File: src/hdl/exponential_search_key_defines.svh
`ifndef EXPONENTIAL_SEARCH_KEY_DEFINES_SVH
`define EXPONENTIAL_SEARCH_KEY_DEFINES_SVH

`ifndef NO_ASSERTIONS
`define ESK_ASSERT_SAME(label, clk, rst, ante, cons, msg) \
   label: assert property (@(posedge clk) disable iff (rst) (ante) |-> (cons)) \
      else $error(msg);
`define ESK_ASSERT_NEXT(label, clk, rst, ante, cons, msg) \
   label: assert property (@(posedge clk) disable iff (rst) (ante) |=> (cons)) \
      else $error(msg);
`else
`define ESK_ASSERT_SAME(label, clk, rst, ante, cons, msg)
`define ESK_ASSERT_NEXT(label, clk, rst, ante, cons, msg)
`endif

`endif

File: src/hdl/esk_pkg.sv
`default_nettype none

package esk_pkg;

   localparam int TABLE_DEPTH = 1024;
   localparam int ADDR_W      = $clog2(TABLE_DEPTH);
   localparam int IDX_W       = ADDR_W + 2;
   localparam int CNT_W       = 11;
   localparam int KEY_W       = 32;
   localparam int ENTRY_IDX_W = 10;
   localparam int POS_W       = 10;
   localparam int EXT_W       = (CNT_W > IDX_W) ? CNT_W : IDX_W;

   localparam logic OPC_WRITE  = 1'b0;
   localparam logic OPC_SEARCH = 1'b1;

   typedef enum logic [1:0] {
      RD_ZERO  = 2'd0,
      RD_BOUND = 2'd1,
      RD_MID   = 2'd2
   } esk_rd_sel_type;

   typedef struct packed {
      logic           write;
      logic           load;
      logic           bound_init;
      logic           bound_dbl;
      logic           range_init;
      logic           range_lo;
      logic           range_hi;
      logic           mid_load;
      logic           res_set;
      logic           out_load;
      esk_rd_sel_type rd_sel;
   } esk_cmd_type;

   typedef struct packed {
      logic count_zero;
      logic one_lt_n;
      logic dbl_lt_n;
      logic hit;
      logic probe_gt;
      logic range_ok;
      logic out_free;
   } esk_status_type;

endpackage

`default_nettype wire

File: src/hdl/esk_ctrl.sv
`default_nettype none

module esk_ctrl import esk_pkg::*; (
   input  wire logic           clock,
   input  wire logic           reset,
   input  wire logic           req_valid,
   input  wire logic           req_opcode,
   input  wire esk_status_type status,
   output logic                req_ready,
   output esk_cmd_type         cmd
);

   typedef enum logic [5:0] {
      S_IDLE = 6'b000001,
      S_CHK0 = 6'b000010,
      S_GROW = 6'b000100,
      S_BMID = 6'b001000,
      S_BCMP = 6'b010000,
      S_DONE = 6'b100000
   } esk_state_type;

   esk_state_type state_ff, state_in;

   always_comb begin
      state_in  = state_ff;
      req_ready = 1'b0;
      cmd       = '0;
      cmd.rd_sel = RD_ZERO;

      unique case (state_ff)
         S_IDLE: begin
            req_ready = 1'b1;
            if (req_valid) begin
               if (req_opcode == OPC_WRITE) begin
                  cmd.write = 1'b1;
               end else begin
                  cmd.load = 1'b1;
                  state_in = status.count_zero ? S_DONE : S_CHK0;
               end
            end
         end
         S_CHK0: begin
            if (status.hit) begin
               cmd.res_set = 1'b1;
               state_in    = S_DONE;
            end else begin
               cmd.bound_init = 1'b1;
               if (status.one_lt_n) begin
                  cmd.rd_sel = RD_BOUND;
                  state_in   = S_GROW;
               end else begin
                  cmd.range_init = 1'b1;
                  state_in       = S_BMID;
               end
            end
         end
         S_GROW: begin
            if (status.probe_gt) begin
               cmd.range_init = 1'b1;
               state_in       = S_BMID;
            end else begin
               cmd.bound_dbl = 1'b1;
               if (status.dbl_lt_n) begin
                  cmd.rd_sel = RD_BOUND;
               end else begin
                  cmd.range_init = 1'b1;
                  state_in       = S_BMID;
               end
            end
         end
         S_BMID: begin
            if (status.range_ok) begin
               cmd.mid_load = 1'b1;
               cmd.rd_sel   = RD_MID;
               state_in     = S_BCMP;
            end else begin
               state_in = S_DONE;
            end
         end
         S_BCMP: begin
            if (status.hit) begin
               cmd.res_set = 1'b1;
               state_in    = S_DONE;
            end else begin
               if (status.probe_gt) begin
                  cmd.range_hi = 1'b1;
               end else begin
                  cmd.range_lo = 1'b1;
               end
               state_in = S_BMID;
            end
         end
         S_DONE: begin
            if (status.out_free) begin
               cmd.out_load = 1'b1;
               state_in     = S_IDLE;
            end
         end
         default: begin
            state_in = S_IDLE;
         end
      endcase
   end

   always_ff @(posedge clock) begin
      if (reset) begin
         state_ff <= S_IDLE;
      end else begin
         state_ff <= state_in;
      end
   end

endmodule

`default_nettype wire

File: config.mk
export PLATFORM = sky130hd
export DESIGN_NAME = esk_ctrl
export DESIGN_NICKNAME = d
export VERILOG_FILES = /design/src/hdl/exponential_search_key_defines.svh /design/src/hdl/esk_pkg.sv /design/src/hdl/esk_ctrl.sv
export SDC_FILE = /design/constraint.sdc
export NUM_CORES = 1
export LEC_CHECK = 0
export ABC_AREA = 1
export BUFFER_PORTS_ARGS = -buffer_cell sky130_fd_sc_hd__buf_2
export CAP_MARGIN = 5
export CORE_AREA = 2 2 39 41
export CTS_CLUSTER_SIZE = 24
export DETAILED_ROUTE_END_ITERATION = 6
export DIE_AREA = 0 0 41 43
export MAX_ROUTING_LAYER = met4
export PLACE_DENSITY = 0.67
export SYNTH_ARGS = -nofsm -noshare
export SYNTH_HDL_FRONTEND = slang
export SYNTH_SLANG_ARGS = --single-unit
export TNS_END_PERCENT = 50
File: constraint.sdc
create_clock -name clock -period 2.9 [get_ports clock]
set_clock_uncertainty 0.2 [all_clocks]
set_input_delay 0.435 -clock clock [delete_from_list [all_inputs] [get_ports clock]]
set_output_delay 0.435 -clock clock [all_outputs]
set_load 0.05 [all_outputs]
-- After elaboration in Yosys (flattened, before gate mapping)
Cells that the tools add are included.
- flip-flop bits (word level): 6
- output and inout bits: 13
- word-level logic and storage cells: 53
- equality and inequality tests: 10
- mux-type cells: 40
- reductions and logical operators: 2
- operators with widths (kind ; count):
    2-to-1 mux 6 bit ; 9
    case mux 6 bit (6 select lines) ; 1
    2-to-1 mux 1 bit ; 22
    2-to-1 mux 2 bit ; 5
    == test 6 x 1 -> 1 bit, second input constant ; 1
    == test 6 x 2 -> 1 bit, second input constant ; 1
    == test 6 x 3 -> 1 bit, second input constant ; 1
    == test 6 x 4 -> 1 bit, second input constant ; 1
    == test 6 x 5 -> 1 bit, second input constant ; 1
    == test 6 bit, second input constant ; 1
    inequality test 2 bit, second input constant ; 3
    case mux 2 bit (3 select lines) ; 1
    2-to-1 mux 4 bit ; 1
    AND reduction 4 bit ; 1
    inequality test 3 bit, second input constant ; 1
    case mux 1 bit (2 select lines) ; 1
    OR reduction 2 bit ; 1

-- Longest topological paths before layout
Gate-level depths: netlist of run 1.
- depth after elaboration: 4
- gate-level depth with buffers: 8
- gate-level depth less buffers: 8

-- Worst setup path before layout of run 1
OpenSTA, ideal clock, no wires.
- path kind: reg2out
- start: register state_ff[2]
- end: output cmd[7] (netlist bit)
- data arrival time: 1.767 ns
- required time: 2.265 ns
- slack: 0.498 ns
- cell stages (with the launch flop): 5
- buffers on the path: 0
- cells stage by stage: dfxtp_1 inv_1 nor2_1 nand3_2 o21ai_0
- RTL lines (element ; line ; source):
    start: declaration ; esk_ctrl.sv:22 ; esk_state_type state_ff, state_in;
    start signal: assignment ; esk_ctrl.sv:109 ; state_ff <= state_in;
    end: declaration ; esk_ctrl.sv:10 ; output esk_cmd_type cmd

==> impl_metrics.ini, run 1 <==
[outcome]
outcome = completed

[routing]
vias = 549
m1WireLength_um = 495
antenna_left = 0
dr_wl_met2_um = 521
top_layer = met3
wirelength_um = 1080
vias_per_cell = 4.58
met3_length_um = 60
drt_pass1_iterations = 2
wire_per_inst_um = 8.98
drt_first_iter_violations = 14
drc = 0

[finish]
regArea_sq_um = 120
syn2layout_area_growth_pct = 30.0
design_area_sq_um = 651
largest_register_ffs = 6
multi_input_area_sq_um = 313
layoutNonFillerInstCount = 120
top_register = state_ff
n_fill_cell = 151
layout-drive-gt1-share = 0.394
insertedDiodeCount = 0
reg.largest.list = state_ff: 6 flops
fin_nets = 117

[clock_network]
clk_pin_slew_ps = 50
root_buffer = clkbuf_4
cts-resized-gates = 0
cts_tree = built
cts_buffers = 3
clockBufferDepth = 2
postCtsSetupBuffers = 0
cts.sinks = 6
postCtsHoldBufs = 0
clock_latency_ps = 240
htreeDepth = 1

[critical_path]
r2r_setup_slack_ps = 1450
crit_fanout = 7
arrival_ps = 1490
path_class = reg2out
reg2reg_depth = 7
worst_r2r_endpoint = state_ff[0]
crit_path_end_kind = primary output
cp-start-kind = flop
required_ps = 2270
regToRegStartpoint = state_ff[2]

[timing]
fin_setup_tns_ps = 0
finalSetupViolCount = 0
worst_pin_slew_ps = 250
fin_crit_sh = 0.733
finalMaxSlewViolations = 0
hold_viol = 0
rsz0062_at_grt = false
final.min_clock_period_ps = 2120
max_freq_mhz = 471
setup_ws_ps = 776
relSlewSlack = 0.835

[floorplanning]
rows = 14
initial_core_util = 0.362
die-area_sq_um = 1760
fp.coreArea_sq_um = 1380
chipHeight_um = 43
pin_count = 24
fp.dieW_um = 41

[flow_run]
max_cap_viol_count = 0

[logic_synthesis]
synth_top_family_by_area = simple AND/OR/NAND/NOR gates
synth_compound_area_frac = 0.0575
synth_top_cell_area_share = 0.240
synth_top_cell_by_area = dfxtp_1
synth.net_count = 90
syn_avg_cell_area_sq_um = 6.34
yosys_warnings = 0
yosys.area_share.xor_xnor = 0
synth-simple-area-share = 0.568
synth_adder_area_share = 0
synthTopCellsByArea = dfxtp_1 24%, inv_1 11%, nor2_1 11%
synth_cells = 79
synth_area_sq_um = 500
yosys.cell_types.count = 18
synthMuxAreaShare = 0
ys_seq_area_frac = 0.240
yosys_register_bits = 6

[placement]
place_congestion = 0.855
dpl_cell_area_sq_um = 628
place.port_buffers = 23
dpl.cell_count = 117
dp_hpwl_um = 916
pre_cts_slack_ps = 1030

[grt]
antenna_found_initial = 0
track_usage = 0.149
grt_pass1_vias = 464
gr-total-overflow = 0
grt_pass1_wl_um = 1780
grt_max_degree = 9

[power]
sw_frac_of_total = 0.426
total_power_w = 0.000311
comb_power_share = 0.445
p_switching_w = 0.000133
p_leak_nw = 0.391
powerDensity_nw_per_um2 = 478
seq_power_share = 0.319
internal-power_w = 0.000178
clkPwrFrac = 0.237
irDropWorstVdd_mv = 0.223

[hold_path]
holdPathEnd = state_ff[5]
min_path_type = in2reg
hp-start = reset
worstHoldPathCells = 2
## stage by stage
stage / utilization / hold WS, ps
after floorplan: - / 302
after global placement: 0.454 / 433
after detailed placement: 0.454 / 436
after CTS: 0.470 / 223
after global routing: 0.470 / 217
final: 0.470 / 234
## cell type report
| type | instances | area share |
|---|---|---|
| flip-flops and latches | 6 | 0.185 |
| clock buffers | 3 | 0.0346 |
| multi-input cells | 56 | 0.481 |
| repair buffers | 23 | 0.177 |
| inverters | 16 | 0.0923 |
| well taps | 16 | 0.0308 |
## critical path, stage by stage, from the launching register on
cell     delay, ps
dfxtp_1        330
nor2_4         220
nand3_2        140
nor2_2         130
nand2_2         70
o21ai_0         70
buf_2          280
## routing by layer
layer  global-route usage  vias up
met5                    -        -
met4               0.0200        0
met3               0.0628        0
met2                0.241       18
met1                0.172      231
li1                     -      300
## power groups by stage
| stage | Sequential, W | Combinational [W] | Clock (W) |
|---|---|---|---|
| 6_report | 0.0000991 | 0.000138 | 0.0000737 |
| 2_1_floorplan | 0.0000994 | 0.000109 | 0 |
| 4_1_cts | 0.0000990 | 0.000140 | 0.0000785 |
| 3_5_place_dp | 0.000101 | 0.000139 | 0 |
| 5_1_grt | 0.000100 | 0.000154 | 0.0000854 |
| 3_3_place_gp | 0.000100 | 0.000138 | 0 |
## logic make-up after synthesis
group,after synthesis
buf+inv,17
simple gates,51
flops,6
compound gates,5
## synthesized netlist by cell type, drive strengths merged
cell type and number:
inv 16, dfxtp 6, o21ai 1, a21oi 4
nor2 22, nand3 8, nand3b 1, nand4 5
nor3 1, and3 1, nand2 13, buf 1
## worst max path at each step
stage	startpoint	to
floorplan	state_ff[2]	cmd[7]
global placement	state_ff[4]	cmd[7]
detailed placement	state_ff[4]	cmd[7]
CTS	state_ff[4]	cmd[7]
global route	state_ff[4]	cmd[7]
finish	state_ff[4]	cmd[7]
## cell usage in the layout, fill, tap and decap left out, drive strengths merged
cell	count
nand4	5
a21oi	4
nand3b	1
o21ai	1
clkbuf	3
dfxtp	6
nor3	1
nor2	22
and3	1
nand3	8
inv	16
buf	23
nand2	13
No activity file was read; power rests on OpenSTA's default activity.
==> inputs of run 2 (changes only) <==
==> constraint.sdc (replaced) <==
create_clock -name clock -period 2 [get_ports clock]
set_clock_uncertainty 0.2 [all_clocks]
set_input_delay 0.3 -clock clock [delete_from_list [all_inputs] [get_ports clock]]
set_output_delay 0.3 -clock clock [all_outputs]
set_load 0.05 [all_outputs]
==> impl_metrics.ini, run 2 (synthesized netlist as in run 1, its figures left out) <==
[outcome]
outcome = completed

[finish]
insertedDiodeCount = 0
final_cell_mix = 19 x buf_2, 15 x inv_1, 13 x nor2_1
syn2layout_area_growth_pct = 33.3
largest_register_ffs = 6
fin_nets = 117
layout-drive-gt1-share = 0.413
design_area_sq_um = 667
layout_commonest_cell = buf_2
post-route-util = 0.482
top_register = state_ff
reg.largest.list = state_ff: 6 flops

[placement]
dpl_cell_area_sq_um = 634
place_congestion = 0.775
pre_cts_slack_ps = 298
dp_hpwl_um = 944
place.port_buffers = 23

[power]
p_leak_nw = 0.392
powerDensity_nw_per_um2 = 680
irDropWorstVdd_mv = 0.401

[critical_path]
cp-start-kind = flop
crit_path_end_kind = primary output
required_ps = 1500
crit_fanout = 7
path_class = reg2out
arrival_ps = 1400

[grt]
gr-total-overflow = 0
grt_use_met1 = 0.161
track_usage = 0.138
use_met2 = 0.216
grt_max_degree = 9
busiest_layer = met2
grt_pass1_wl_um = 1650
antenna_found_initial = 0
grt_pass1_vias = 447
use_met3 = 0.0471

[floorplanning]
rows = 14
initial_core_util = 0.362
pin_count = 24
fp.dieW_um = 41
die-area_sq_um = 1760
chipHeight_um = 43
fp.coreArea_sq_um = 1380

[clock_network]
cts_buffers = 3
postCtsSetupBuffers = 0
cts.sinks = 6
cts-resized-gates = 0
root_buffer = clkbuf_4
clockBufferDepth = 2
clock_latency_ps = 240
clk_pin_slew_ps = 40
htreeDepth = 1
postCtsHoldBufs = 0
cts_tree = built

[routing]
vias_per_cell = 4.57
antenna_left = 0
drt_pass1_iterations = 4
wire_per_inst_um = 9.02
drt_first_iter_violations = 8
wirelength_um = 1080
drc = 0
vias = 548

[timing]
fin_crit_sh = 0.948
finalSetupViolCount = 0
relSlewSlack = 0.833
finalMaxSlewViolations = 0
fin_setup_tns_ps = 0
worst_pin_slew_ps = 252
hold_viol = 0
final.min_clock_period_ps = 1900
rsz0062_at_grt = true
max_freq_mhz = 527
setup_ws_ps = 104

[flow_run]
max_cap_viol_count = 0

[hold_path]
min_path_type = in2reg
[run 2: layout make-up]
type,count,area [sq um]
fill,154,717
multi-input combinational,56,319
timing repair buffer,23,125
sequential,6,120
inverter,16,60.1
clock buffer,3,22.5
tap,16,20.0
[run 2: routing by layer]
metal | vias up | wire length [um]
met5 | - | 0
met4 | 0 | 0
met3 | 0 | 72
met2 | 20 | 540
met1 | 229 | 469
li1 | 299 | -
[run 2: stage by stage]
step | hold WS [ps] | power (W) | cells
2_1_floorplan | 167 | 0.000304 | 79
3_3_place_gp | 345 | 0.000348 | 117
3_5_place_dp | 339 | 0.000348 | 117
4_1_cts | 83.6 | 0.000458 | 120
5_1_grt | 105 | 0.000483 | 120
6_report | 91.5 | 0.000454 | 120
[run 2: where the power goes]
part / switching [W] / total (W) / internal, W
sequential: 0.0000131 / 0.000143 / 0.000130
combinational: 0.000140 / 0.000204 / 0.0000638
clock: 0.0000390 / 0.000107 / 0.0000676
total: 0.000192 / 0.000454 / 0.000262
[run 2: final timing paths]
| check | cells after the start | slack, ps | end | start |
|---|---|---|---|---|
| setup reg to reg | 7 | 560 | state_ff[0] | state_ff[2] |
| hold reg to reg | 4 | 470 | state_ff[4] | state_ff[3] |
| hold / removal | 2 | 90 | state_ff[3] | reset |
| setup / recovery | 4 | 100 | cmd[4] | state_ff[5] |
[run 2: critical path, cell delays in order, from the launching register on]
cell,delay [ps]
dfxtp_1,340
nor2_4,210
nand3_1,170
nor2_1,160
buf_2,290
